### config.mk
export PLATFORM = sky130hd
export DESIGN_NAME = first_fit_size_class_allocator_core
export DESIGN_NICKNAME = d
export VERILOG_FILES = /design/src/hdl/ffsca_pkg.sv /design/src/hdl/ffsca_seq.sv /design/src/hdl/ffsca_dp.sv /design/src/hdl/first_fit_size_class_allocator_core.sv
export SDC_FILE = /design/constraint.sdc
export NUM_CORES = 2
export LEC_CHECK = 0
export ABC_AREA = 1
export BUFFER_PORTS_ARGS = -buffer_cell sky130_fd_sc_hd__buf_2
export CAP_MARGIN = 40
export CELL_PAD_IN_SITES_DETAIL_PLACEMENT = 0
export CELL_PAD_IN_SITES_GLOBAL_PLACEMENT = 1
export CORE_ASPECT_RATIO = 0.8
export CORE_MARGIN = 10
export CORE_UTILIZATION = 53
export CTS_CLUSTER_SIZE = 24
export DETAILED_ROUTE_END_ITERATION = 12
export PLACE_DENSITY = 0.89
export SYNTH_ARGS = -nofsm -noshare
export SYNTH_HDL_FRONTEND = slang
export SYNTH_SLANG_ARGS = --single-unit
export TNS_END_PERCENT = 5
### constraint.sdc
create_clock -name i_clk -period 13.25 [get_ports i_clk]
set_input_delay 1.325 -clock i_clk [delete_from_list [all_inputs] [get_ports i_clk]]
set_output_delay 1.325 -clock i_clk [all_outputs]
set_load 0.02 [all_outputs]
### src/hdl/ffsca_pkg.sv
// ffsca_pkg: shared constants, types and the microcode table of the first-fit allocator
// used by ffsca_seq, ffsca_dp, the core top level and its checker
package ffsca_pkg;

    localparam int MAX_BLOCKS    = 64;
    localparam int HEADER_BYTES  = 8;
    localparam int LARGEST_CLASS = 16384;
    localparam int IDX_W         = $clog2(MAX_BLOCKS);
    localparam int CNT_W         = $clog2(MAX_BLOCKS + 1);
    localparam int USED_W        = 15;
    localparam int CLASS_W       = 3;
    localparam int ADDR_W        = 32;
    localparam int SIZE_W        = 16;
    localparam int OP_W          = 2;
    localparam int STATUS_W      = 3;

    localparam logic [OP_W-1:0] OP_ALLOC  = 2'd0;
    localparam logic [OP_W-1:0] OP_FREE   = 2'd1;
    localparam logic [OP_W-1:0] OP_RESIZE = 2'd2;

    localparam logic [STATUS_W-1:0] ST_OK        = 3'd0;
    localparam logic [STATUS_W-1:0] ST_EMPTY     = 3'd1;
    localparam logic [STATUS_W-1:0] ST_TOO_BIG   = 3'd2;
    localparam logic [STATUS_W-1:0] ST_FULL      = 3'd3;
    localparam logic [STATUS_W-1:0] ST_NOT_FOUND = 3'd4;

    typedef enum logic [4:0] {
        S_IDLE,
        S_DISPATCH,
        S_OP_RZ,
        S_ALLOC,
        S_TOO_BIG,
        S_PLACE_INIT,
        S_PLACE_SCAN,
        S_PLACE_HIT,
        S_APPEND_CHK,
        S_FULL,
        S_APPEND,
        S_MOVE,
        S_FREE,
        S_RZ,
        S_FIND_INIT,
        S_FIND_SCAN,
        S_NOT_FOUND,
        S_FOUND,
        S_FREE_K,
        S_RZ_CHK,
        S_RZ_IN,
        S_EMIT
    } t_step;

    typedef enum logic [3:0] {
        DP_NOP,
        DP_SCAN_INIT,
        DP_SCAN_FIND,
        DP_SCAN_PLACE,
        DP_LATCH_K,
        DP_PLACE_HIT,
        DP_APPEND,
        DP_MOVE,
        DP_FREE_K,
        DP_RESIZE_IN,
        DP_ST_TOO_BIG,
        DP_ST_FULL,
        DP_ST_NOT_FOUND
    } t_dp_act;

    typedef enum logic [3:0] {
        COND_NONE,
        COND_START,
        COND_OP_ALLOC,
        COND_OP_FREE,
        COND_OP_RESIZE,
        COND_SIZE_ZERO,
        COND_SIZE_BIG,
        COND_ADDR_ZERO,
        COND_SCAN_END,
        COND_HIT_FIND,
        COND_HIT_PLACE,
        COND_FULL,
        COND_FITS_IN,
        COND_MOVING
    } t_cond;

    typedef struct packed {
        t_dp_act act;
        t_cond   cond_a;
        t_step   tgt_a;
        t_cond   cond_b;
        t_step   tgt_b;
        t_step   nxt;
    } t_cw;

    typedef struct packed {
        logic op_alloc;
        logic op_free;
        logic op_resize;
        logic size_zero;
        logic size_big;
        logic addr_zero;
        logic scan_end;
        logic hit_find;
        logic hit_place;
        logic full;
        logic fits_in;
        logic moving;
    } t_flags;

    function automatic logic [USED_W-1:0] class_bytes(input logic [CLASS_W-1:0] code);
        logic [USED_W-1:0] bytes;
        case (code)
            3'd0:    bytes = 15'd16;
            3'd1:    bytes = 15'd64;
            3'd2:    bytes = 15'd256;
            3'd3:    bytes = 15'd1024;
            3'd4:    bytes = 15'd4096;
            default: bytes = 15'd16384;
        endcase
        return bytes;
    endfunction

    function automatic logic [CLASS_W-1:0] fit_class(input logic [SIZE_W-1:0] size);
        logic [CLASS_W-1:0] code;
        if (size <= 16'd16)        code = 3'd0;
        else if (size <= 16'd64)   code = 3'd1;
        else if (size <= 16'd256)  code = 3'd2;
        else if (size <= 16'd1024) code = 3'd3;
        else if (size <= 16'd4096) code = 3'd4;
        else                       code = 3'd5;
        return code;
    endfunction

    function automatic t_cw mk(input t_dp_act act, input t_cond ca, input t_step ta,
                               input t_cond cb, input t_step tb, input t_step nx);
        t_cw w;
        w.act    = act;
        w.cond_a = ca;
        w.tgt_a  = ta;
        w.cond_b = cb;
        w.tgt_b  = tb;
        w.nxt    = nx;
        return w;
    endfunction

    // control store: action, first jump, second jump, fall-through step
    function automatic t_cw ucode(input t_step s);
        t_cw w;
        case (s)
            S_IDLE:       w = mk(DP_NOP, COND_START, S_DISPATCH, COND_NONE, S_IDLE, S_IDLE);
            S_DISPATCH:   w = mk(DP_NOP, COND_OP_ALLOC, S_ALLOC, COND_OP_FREE, S_FREE, S_OP_RZ);
            S_OP_RZ:      w = mk(DP_NOP, COND_OP_RESIZE, S_RZ, COND_NONE, S_IDLE, S_EMIT);
            S_ALLOC:      w = mk(DP_NOP, COND_SIZE_ZERO, S_EMIT, COND_SIZE_BIG, S_TOO_BIG,
                                 S_PLACE_INIT);
            S_TOO_BIG:    w = mk(DP_ST_TOO_BIG, COND_NONE, S_IDLE, COND_NONE, S_IDLE, S_EMIT);
            S_PLACE_INIT: w = mk(DP_SCAN_INIT, COND_NONE, S_IDLE, COND_NONE, S_IDLE,
                                 S_PLACE_SCAN);
            S_PLACE_SCAN: w = mk(DP_SCAN_PLACE, COND_SCAN_END, S_APPEND_CHK, COND_HIT_PLACE,
                                 S_PLACE_HIT, S_PLACE_SCAN);
            S_PLACE_HIT:  w = mk(DP_PLACE_HIT, COND_MOVING, S_MOVE, COND_NONE, S_IDLE, S_EMIT);
            S_APPEND_CHK: w = mk(DP_NOP, COND_FULL, S_FULL, COND_NONE, S_IDLE, S_APPEND);
            S_FULL:       w = mk(DP_ST_FULL, COND_NONE, S_IDLE, COND_NONE, S_IDLE, S_EMIT);
            S_APPEND:     w = mk(DP_APPEND, COND_MOVING, S_MOVE, COND_NONE, S_IDLE, S_EMIT);
            S_MOVE:       w = mk(DP_MOVE, COND_NONE, S_IDLE, COND_NONE, S_IDLE, S_EMIT);
            S_FREE:       w = mk(DP_NOP, COND_ADDR_ZERO, S_EMIT, COND_NONE, S_IDLE,
                                 S_FIND_INIT);
            S_RZ:         w = mk(DP_NOP, COND_ADDR_ZERO, S_ALLOC, COND_NONE, S_IDLE,
                                 S_FIND_INIT);
            S_FIND_INIT:  w = mk(DP_SCAN_INIT, COND_NONE, S_IDLE, COND_NONE, S_IDLE,
                                 S_FIND_SCAN);
            S_FIND_SCAN:  w = mk(DP_SCAN_FIND, COND_SCAN_END, S_NOT_FOUND, COND_HIT_FIND,
                                 S_FOUND, S_FIND_SCAN);
            S_NOT_FOUND:  w = mk(DP_ST_NOT_FOUND, COND_NONE, S_IDLE, COND_NONE, S_IDLE,
                                 S_EMIT);
            S_FOUND:      w = mk(DP_LATCH_K, COND_OP_FREE, S_FREE_K, COND_NONE, S_IDLE,
                                 S_RZ_CHK);
            S_FREE_K:     w = mk(DP_FREE_K, COND_NONE, S_IDLE, COND_NONE, S_IDLE, S_EMIT);
            S_RZ_CHK:     w = mk(DP_NOP, COND_FITS_IN, S_RZ_IN, COND_SIZE_BIG, S_TOO_BIG,
                                 S_PLACE_INIT);
            S_RZ_IN:      w = mk(DP_RESIZE_IN, COND_NONE, S_IDLE, COND_NONE, S_IDLE, S_EMIT);
            S_EMIT:       w = mk(DP_NOP, COND_NONE, S_IDLE, COND_NONE, S_IDLE, S_IDLE);
            default:      w = mk(DP_NOP, COND_NONE, S_IDLE, COND_NONE, S_IDLE, S_IDLE);
        endcase
        return w;
    endfunction

endpackage

### src/hdl/ffsca_seq.sv
// ffsca_seq: step counter of the allocator, reads the control store and resolves jumps
// depends on ffsca_pkg
module ffsca_seq (
    input  logic              i_clk,
    input  logic              i_rst_n,
    input  logic              i_start,
    input  ffsca_pkg::t_flags i_flags,
    output ffsca_pkg::t_cw    o_cw,
    output logic              o_busy,
    output logic              o_done,
    output logic              o_accept
);

    ffsca_pkg::t_step r_step;
    ffsca_pkg::t_step n_step;

    function automatic logic cond_true(input ffsca_pkg::t_cond c, input ffsca_pkg::t_flags f,
                                       input logic start);
        logic t;
        case (c)
            ffsca_pkg::COND_NONE:      t = 1'b0;
            ffsca_pkg::COND_START:     t = start;
            ffsca_pkg::COND_OP_ALLOC:  t = f.op_alloc;
            ffsca_pkg::COND_OP_FREE:   t = f.op_free;
            ffsca_pkg::COND_OP_RESIZE: t = f.op_resize;
            ffsca_pkg::COND_SIZE_ZERO: t = f.size_zero;
            ffsca_pkg::COND_SIZE_BIG:  t = f.size_big;
            ffsca_pkg::COND_ADDR_ZERO: t = f.addr_zero;
            ffsca_pkg::COND_SCAN_END:  t = f.scan_end;
            ffsca_pkg::COND_HIT_FIND:  t = f.hit_find;
            ffsca_pkg::COND_HIT_PLACE: t = f.hit_place;
            ffsca_pkg::COND_FULL:      t = f.full;
            ffsca_pkg::COND_FITS_IN:   t = f.fits_in;
            ffsca_pkg::COND_MOVING:    t = f.moving;
            default:                   t = 1'b0;
        endcase
        return t;
    endfunction

    always_ff @(posedge i_clk) begin
        if (!i_rst_n) begin
            r_step <= ffsca_pkg::S_IDLE;
        end else begin
            r_step <= n_step;
        end
    end

    // next step
    always_comb begin
        if (cond_true(o_cw.cond_a, i_flags, i_start)) begin
            n_step = o_cw.tgt_a;
        end else if (cond_true(o_cw.cond_b, i_flags, i_start)) begin
            n_step = o_cw.tgt_b;
        end else begin
            n_step = o_cw.nxt;
        end
    end

    // outputs
    always_comb begin
        o_cw     = ffsca_pkg::ucode(r_step);
        o_busy   = (r_step != ffsca_pkg::S_IDLE);
        o_done   = (r_step == ffsca_pkg::S_EMIT);
        o_accept = i_start && (r_step == ffsca_pkg::S_IDLE);
    end

endmodule

### src/hdl/ffsca_dp.sv
// ffsca_dp: datapath of the allocator: block table memories, walk registers, heap state
// depends on ffsca_pkg; driven by the control words of ffsca_seq
module ffsca_dp (
    input  logic                               i_clk,
    input  logic                               i_rst_n,
    input  ffsca_pkg::t_dp_act                 i_act,
    input  logic                               i_accept,
    input  logic                               i_cfg_wr_en,
    input  logic [ffsca_pkg::ADDR_W-1:0]       i_cfg_wr_data,
    input  logic [ffsca_pkg::OP_W-1:0]         i_operation,
    input  logic [ffsca_pkg::SIZE_W-1:0]       i_request_size,
    input  logic [ffsca_pkg::ADDR_W-1:0]       i_block_address,
    output ffsca_pkg::t_flags                  o_flags,
    output logic [ffsca_pkg::ADDR_W-1:0]       o_result_address,
    output logic [ffsca_pkg::USED_W-1:0]       o_copy_bytes,
    output logic [ffsca_pkg::STATUS_W-1:0]     o_status
);

    logic [ffsca_pkg::USED_W-1:0]  r_mem_used [ffsca_pkg::MAX_BLOCKS];
    logic [ffsca_pkg::CLASS_W-1:0] r_mem_cls  [ffsca_pkg::MAX_BLOCKS];
    logic [ffsca_pkg::USED_W-1:0]  r_rd_used;
    logic [ffsca_pkg::CLASS_W-1:0] r_rd_cls;

    logic [ffsca_pkg::ADDR_W-1:0]   r_heap_base, n_heap_base;
    logic [ffsca_pkg::ADDR_W-1:0]   r_heap_end, n_heap_end;
    logic [ffsca_pkg::CNT_W-1:0]    r_count, n_count;
    logic [ffsca_pkg::OP_W-1:0]     r_op, n_op;
    logic [ffsca_pkg::SIZE_W-1:0]   r_size, n_size;
    logic [ffsca_pkg::ADDR_W-1:0]   r_addr, n_addr;
    logic [ffsca_pkg::CNT_W-1:0]    r_idx, n_idx;
    logic [ffsca_pkg::ADDR_W-1:0]   r_hdr, n_hdr;
    logic [ffsca_pkg::IDX_W-1:0]    r_k, n_k;
    logic [ffsca_pkg::CLASS_W-1:0]  r_k_cls, n_k_cls;
    logic [ffsca_pkg::USED_W-1:0]   r_k_used, n_k_used;
    logic [ffsca_pkg::ADDR_W-1:0]   r_result, n_result;
    logic [ffsca_pkg::USED_W-1:0]   r_copy, n_copy;
    logic [ffsca_pkg::STATUS_W-1:0] r_status, n_status;

    logic                          we_used;
    logic                          we_cls;
    logic [ffsca_pkg::IDX_W-1:0]   wr_addr;
    logic [ffsca_pkg::USED_W-1:0]  wr_used;
    logic [ffsca_pkg::CLASS_W-1:0] new_cls;
    logic [ffsca_pkg::IDX_W-1:0]   rd_addr;
    logic [ffsca_pkg::ADDR_W-1:0]  data_addr;
    logic [ffsca_pkg::ADDR_W-1:0]  end_data;
    logic                          scan_hit;

    assign new_cls   = ffsca_pkg::fit_class(r_size);
    assign data_addr = r_hdr + 32'(ffsca_pkg::HEADER_BYTES);
    assign end_data  = r_heap_end + 32'(ffsca_pkg::HEADER_BYTES);
    assign rd_addr   = n_idx[ffsca_pkg::IDX_W-1:0];

    always_comb begin
        o_flags.op_alloc  = (r_op == ffsca_pkg::OP_ALLOC);
        o_flags.op_free   = (r_op == ffsca_pkg::OP_FREE);
        o_flags.op_resize = (r_op == ffsca_pkg::OP_RESIZE);
        o_flags.size_zero = (r_size == '0);
        o_flags.size_big  = (r_size > 16'(ffsca_pkg::LARGEST_CLASS));
        o_flags.addr_zero = (r_addr == '0);
        o_flags.scan_end  = (r_idx == r_count);
        o_flags.hit_find  = (data_addr == r_addr);
        o_flags.hit_place = (r_rd_used == '0) &&
                            ({1'b0, ffsca_pkg::class_bytes(r_rd_cls)} >= r_size);
        o_flags.full      = (r_count == ffsca_pkg::CNT_W'(ffsca_pkg::MAX_BLOCKS));
        o_flags.fits_in   = (r_size < {1'b0, ffsca_pkg::class_bytes(r_k_cls)});
        o_flags.moving    = (r_op == ffsca_pkg::OP_RESIZE) && (r_addr != '0);
    end

    always_comb begin
        if (i_act == ffsca_pkg::DP_SCAN_FIND) begin
            scan_hit = o_flags.hit_find;
        end else begin
            scan_hit = o_flags.hit_place;
        end
    end

    always_comb begin
        n_heap_base = r_heap_base;
        n_heap_end  = r_heap_end;
        n_count     = r_count;
        n_op        = r_op;
        n_size      = r_size;
        n_addr      = r_addr;
        n_idx       = r_idx;
        n_hdr       = r_hdr;
        n_k         = r_k;
        n_k_cls     = r_k_cls;
        n_k_used    = r_k_used;
        n_result    = r_result;
        n_copy      = r_copy;
        n_status    = r_status;
        we_used     = 1'b0;
        we_cls      = 1'b0;
        wr_addr     = r_k;
        wr_used     = '0;

        if (i_accept) begin
            n_op     = i_operation;
            n_size   = i_request_size;
            n_addr   = i_block_address;
            n_result = '0;
            n_copy   = '0;
            n_status = ffsca_pkg::ST_EMPTY;
        end

        case (i_act)
            ffsca_pkg::DP_NOP: begin
            end
            ffsca_pkg::DP_SCAN_INIT: begin
                n_idx = '0;
                n_hdr = r_heap_base;
            end
            ffsca_pkg::DP_SCAN_FIND, ffsca_pkg::DP_SCAN_PLACE: begin
                if (!o_flags.scan_end && !scan_hit) begin
                    n_idx = r_idx + 1'b1;
                    n_hdr = r_hdr + 32'(ffsca_pkg::HEADER_BYTES) +
                            32'(ffsca_pkg::class_bytes(r_rd_cls));
                end
            end
            ffsca_pkg::DP_LATCH_K: begin
                n_k      = r_idx[ffsca_pkg::IDX_W-1:0];
                n_k_cls  = r_rd_cls;
                n_k_used = r_rd_used;
            end
            ffsca_pkg::DP_PLACE_HIT: begin
                we_used  = 1'b1;
                wr_addr  = r_idx[ffsca_pkg::IDX_W-1:0];
                wr_used  = r_size[ffsca_pkg::USED_W-1:0];
                n_result = data_addr;
                n_status = ffsca_pkg::ST_OK;
            end
            ffsca_pkg::DP_APPEND: begin
                we_used    = 1'b1;
                we_cls     = 1'b1;
                wr_addr    = r_count[ffsca_pkg::IDX_W-1:0];
                wr_used    = r_size[ffsca_pkg::USED_W-1:0];
                n_result   = end_data;
                n_heap_end = end_data + 32'(ffsca_pkg::class_bytes(new_cls));
                n_count    = r_count + 1'b1;
                n_status   = ffsca_pkg::ST_OK;
            end
            ffsca_pkg::DP_MOVE: begin
                we_used = 1'b1;
                if ({1'b0, r_k_used} < r_size) begin
                    n_copy = r_k_used;
                end else begin
                    n_copy = r_size[ffsca_pkg::USED_W-1:0];
                end
            end
            ffsca_pkg::DP_FREE_K: begin
                we_used  = 1'b1;
                n_status = ffsca_pkg::ST_OK;
            end
            ffsca_pkg::DP_RESIZE_IN: begin
                we_used = 1'b1;
                wr_used = r_size[ffsca_pkg::USED_W-1:0];
                if (r_size == '0) begin
                    n_status = ffsca_pkg::ST_EMPTY;
                end else begin
                    n_result = r_addr;
                    n_status = ffsca_pkg::ST_OK;
                end
            end
            ffsca_pkg::DP_ST_TOO_BIG: begin
                n_status = ffsca_pkg::ST_TOO_BIG;
            end
            ffsca_pkg::DP_ST_FULL: begin
                n_status = ffsca_pkg::ST_FULL;
            end
            ffsca_pkg::DP_ST_NOT_FOUND: begin
                n_status = ffsca_pkg::ST_NOT_FOUND;
            end
            default: begin
            end
        endcase

        if (i_cfg_wr_en) begin
            n_heap_base = i_cfg_wr_data;
            n_heap_end  = i_cfg_wr_data;
            n_count     = '0;
        end
    end

    // block table
    always_ff @(posedge i_clk) begin
        if (we_used) begin
            r_mem_used[wr_addr] <= wr_used;
        end
        if (we_cls) begin
            r_mem_cls[wr_addr] <= new_cls;
        end
        r_rd_used <= r_mem_used[rd_addr];
        r_rd_cls  <= r_mem_cls[rd_addr];
    end

    always_ff @(posedge i_clk) begin
        if (!i_rst_n) begin
            r_heap_base <= '0;
            r_heap_end  <= '0;
            r_count     <= '0;
        end else begin
            r_heap_base <= n_heap_base;
            r_heap_end  <= n_heap_end;
            r_count     <= n_count;
        end
    end

    always_ff @(posedge i_clk) begin
        r_op     <= n_op;
        r_size   <= n_size;
        r_addr   <= n_addr;
        r_idx    <= n_idx;
        r_hdr    <= n_hdr;
        r_k      <= n_k;
        r_k_cls  <= n_k_cls;
        r_k_used <= n_k_used;
        r_result <= n_result;
        r_copy   <= n_copy;
        r_status <= n_status;
    end

    assign o_result_address = r_result;
    assign o_copy_bytes     = r_copy;
    assign o_status         = r_status;

endmodule

### src/hdl/first_fit_size_class_allocator_core.sv
// first_fit_size_class_allocator_core: top level of the first-fit size-class allocator
// depends on ffsca_pkg, ffsca_seq and ffsca_dp
//
// usage
// - a request (operation, request_size, block_address) is taken at a clock edge with
//   start high and busy low; busy stays high until the result has been shown
// - exactly one result per request: o_result_address, o_copy_bytes and o_status are
//   valid for the single cycle in which o_done is high, and taken at the edge ending it
// - the receiver cannot stall; the block returns to idle in the cycle after o_done
// - heap_base is written through i_cfg_wr_en / i_cfg_wr_data while idle; the user must
//   keep to this, the block does not enforce it; a write also empties the heap
// - free and allocate walk the block table (at most 64 entries) once; a resize that
//   moves its block walks the table twice
// - the rate is set by the walk over the block table memory, one entry per cycle,
//   under control of the microcode sequencer
// - after reset the heap is empty at base address 0; no clearing pass is needed
module first_fit_size_class_allocator_core (
    input  logic                           i_clk,
    input  logic                           i_rst_n,
    input  logic                           start,
    output logic                           busy,
    input  logic                           i_cfg_wr_en,
    input  logic [ffsca_pkg::ADDR_W-1:0]   i_cfg_wr_data,
    input  logic [ffsca_pkg::OP_W-1:0]     i_operation,
    input  logic [ffsca_pkg::SIZE_W-1:0]   i_request_size,
    input  logic [ffsca_pkg::ADDR_W-1:0]   i_block_address,
    output logic                           o_done,
    output logic [ffsca_pkg::ADDR_W-1:0]   o_result_address,
    output logic [ffsca_pkg::USED_W-1:0]   o_copy_bytes,
    output logic [ffsca_pkg::STATUS_W-1:0] o_status
);

    ffsca_pkg::t_cw    cw;
    ffsca_pkg::t_flags flags;
    logic              accept;

    ffsca_seq u_seq (
        .i_clk    (i_clk),
        .i_rst_n  (i_rst_n),
        .i_start  (start),
        .i_flags  (flags),
        .o_cw     (cw),
        .o_busy   (busy),
        .o_done   (o_done),
        .o_accept (accept)
    );

    ffsca_dp u_dp (
        .i_clk            (i_clk),
        .i_rst_n          (i_rst_n),
        .i_act            (cw.act),
        .i_accept         (accept),
        .i_cfg_wr_en      (i_cfg_wr_en),
        .i_cfg_wr_data    (i_cfg_wr_data),
        .i_operation      (i_operation),
        .i_request_size   (i_request_size),
        .i_block_address  (i_block_address),
        .o_flags          (flags),
        .o_result_address (o_result_address),
        .o_copy_bytes     (o_copy_bytes),
        .o_status         (o_status)
    );

endmodule

==> results by group <==
Yosys
  – Synth unique cells: 52
  – Top cells by count, synth: nand2_1 (2176), edfxtp_1 (1277), nand3_1 (1153)
  – Post-synth top area share: between 50% and 60%
  – Synthesized net count: roughly 7000
  – #FFs+latches synth: 1434
  – Main area contributors after synthesis: edfxtp_1 (58%), nand2_1 (12%), nand3_1 (8.8%)
  – Synth Area per Inst: roughly 9.5 um^2
  – Post-synth top flop: edfxtp_1
  – FFs w/ async S/R, synth: 0%
  – Number of flops mapped to enable cells by yosys: 1277
  – Area leader, netlist: edfxtp_1
  – Sequential area share after synthesis: 63.1%
  – Most frequent cell after synthesis: nand2_1
  – Ys Warns: 0
  – Post-synthesis cell count: 6897
  – Mapped Area: between 60000 and 70000 um^2

Detailed routing
  – WL final: 205000 um
  – Post-route ant nets: 0
  – Wirelength per Cell: approximately 23 um
  – Vias/cell: 5.78
  – DR pass1 iterations: 6
  – DRT iter0 DRCs: 7959
  – DR DRC count: 0
  – Via count: 50600

Clock tree
  – Inserted Clock Buffers: 141
  – Post-CTS setup buffers: 0
  – CTS clk-pin slew, worst paths: about 0.060 ns
  – CTS tree: built
  – Htree depth: 4
  – Clock Tree Buf Depth: 3
  – CTS root buffer: clkbuf_16
  – TritonCTS Sinks: 1434
  – Hold-fix buffers, CTS: 0
  – Post-cts resize count: 0
  – Clk_lat worst skew: 0.80 ns

Floorplanning
  – CORE AREA: 123000 um^2
  – I/O pin count: 138
  – DIE AREA: 139000 um^2
  – Starting Density: a little over half
  – Die Y: around 330 um
  – Row cnt: roughly 120
  – Die Wd: roughly 410 um

STA
  – Hold Vio Cnt, Final: 0
  – Worst slew pin tran: about 1 ns
  – Worst clock skew: about 0.045 ns
  – Slew Limit Headroom: 31.7%
  – Slew Viols, Final: 0
  – # setup viols final: 0
  – Final min period: 7.00 ns
  – Fin Hold WS: 0.463 ns
  – Max Clock Freq: 143 MHz
  – Total negative slack: 0 ns
  – Fin crit share: 52.8%
  – RSZ-0062 raised after global routing: false

Placement
  – Post-DP Area: 68500 um^2
  – Port bufs: 137
  – Placer Congestion: 0.969
  – HPWL after DPL: 129000 um
  – Cell count after placement: between 8000 and 9000

Critical path
  – Setup crit end kind: register
  – Crit path launch: u_dp.r_hdr[3]
  – Slowest library cell on the worst path: inv_8
  – CP Launch Type: register
  – Critical path's top delay family: simple AND/OR/NAND/NOR gates
  – CP Data Required Time: 13.96 ns
  – Reg2reg start: u_dp.r_hdr[3]
  – Crit path buf inv count: 3
  – WP data arrival: 7.71 ns
  – Peak fanout along the critical path: 158
  – Crit-path max cell delay: 0.60 ns
  – Critical path class: reg -> reg
  – Critical path, cell by cell: ha_1 -> nand2_2 -> nor2_2 -> nand3_2 -> o21bai_1 -> nand2_1 -> nand2_1 -> nand3_1 -> nor2_1 -> nand2_1 -> nor2_2 -> nand3_4 -> nand4_1 -> nand3_4 -> inv_8 -> buf_16 -> buf_12 -> nand2_1 -> nand3_1 -> nand3_1 -> nand3_1 -> nand3_1 -> nand2_1

Pwr
  – Peak supply drop: 0.265 mV
  – LEAKAGE: 30.3 nW
  – Pwr Density: 211 nW/um^2

GRT
  – First-pass GRT wire length: about 300000 um
  – Pin count of the biggest net entering global routing: 182
  – GRT Util Overall: between 20 and 30%
  – Initial antenna violation count: 7
  – GRT Residual Overflow: 0
  – Vias in the first global route: 46500

Finish
  – Fraction of layout instances using a drive strength above 1: 8.30%
  – Post-route cell area: 73000 um^2
  – Final #Nets: 7139
  – Utilization after layout: between 50% and 60%
  – Layout Cells excl Fill: 8758
  – Area Growth Syn to Fin: 11.1%

Hold path
  – Worst hold path type: reg -> reg
  – Hold Path Origin: u_dp.r_heap_base[19]

Flow run
  – Max Cap Viol: 0

Outcome
  – Status: finished clean
## placed cells by master, fill, tap and decap left out, types with 24 or more instances in the layout
cell,netlist,final
dfxtp_1,157,157
clkbuf_1,103,27
clkinv_1,5,27
nor2_2,8,24
nor2_1,332,314
nand4_1,41,41
buf_2,138,138
o22ai_1,34,34
nand2_1,2176,2174
nand3_1,1153,1152
a21oi_1,106,106
clkbuf_16,0,148
o21ai_0,107,105
inv_1,872,855
xor2_1,45,45
a31oi_1,27,27
edfxtp_1,1277,1277
buf_4,54,120
inv_2,7,25
nor3_1,32,31
ha_1,45,45
## power by group
group	leakage [nW]	total [mW]	internal, mW	switching (mW)
Sequential	13.2	5.57	5.27	0.293
Clock	2.20	3.97	2.24	1.74
Combinational	14.9	5.89	1.52	4.37
Total	30.3	15.4	9.03	6.40
## state kept, by name, indices dropped and copies added (netlist names)
| signal | cells |
|---|---|
| u_dp.r_rd_cls | 3 |
| u_dp.r_mem_used | 960 |
| u_dp.r_addr | 32 |
| u_dp.r_heap_end | 32 |
| u_dp.r_size | 16 |
| u_dp.r_mem_cls | 192 |
| u_dp.r_hdr | 32 |
| u_dp.r_k_cls | 3 |
| u_seq.o_cw | 25 |
| u_dp.r_k | 6 |
| u_dp.r_idx | 7 |
| u_dp.o_copy_bytes | 15 |
| u_dp.r_k_used | 15 |
| u_dp.r_op | 2 |
| u_dp.r_heap_base | 32 |
| u_dp.r_count | 7 |
| u_dp.r_rd_used | 15 |
| u_dp.o_result_address | 32 |
| u_dp.o_status | 3 |
| u_seq.r_step | 5 |
## stage by stage
step	power [mW]	setup slack, ns
final	15.4	6.25
after global routing	16.1	5.87
after detailed placement	11.4	6.49
after CTS	15.3	6.44
after global placement	11.2	6.55
after floorplan	9.36	7.52
## layer usage
layer  track usage [%]  up-vias  share of wire, %
met1              42.6    23900                41
met3              7.73      385                14
met5                 0        -             0.022
met4              9.90        8               3.2
li1                  -    23100                 -
met2              40.8     3241                42
## cell families after synthesis
kind of cell | Yosys count | synth area share, %
fa+ha+maj | 45 | 0.857
compound gates | 348 | 3.08
flops | 1434 | 63.1
buf+inv | 1207 | 7.59
simple gates | 3811 | 24.6
xor+xnor | 52 | 0.704
## tightest hold or removal path, stage by stage, from the launching register on
cell and delay (ns):
dfxtp_1 0.31, nand2_1 0.06, a21oi_1 0.05
## area by class of cell
type / instances / area [um^2]
Fill cell: 10300 / 50000
Sequential cell: 1434 / 41500
Clock buffer: 186 / 3940
Clock inverter: 68 / 577
Tap cell: 1638 / 2050
Timing Repair Buffer: 290 / 2220
Multi-Input combinational cell: 4256 / 19400
Inverter: 885 / 3330
Antenna cell: 1 / 2.50
## worst paths after layout
kind	end	slack [ns]	cells past startpoint
worst max-delay path	u_dp.r_rd_used[0]	6.25	23
worst min-delay path	u_dp.r_heap_base[19]	0.46	2
worst max register to register	u_dp.r_rd_used[0]	6.25	23
worst min register to register	u_dp.r_heap_base[19]	0.46	2
(Power assumes the default switching activity.)
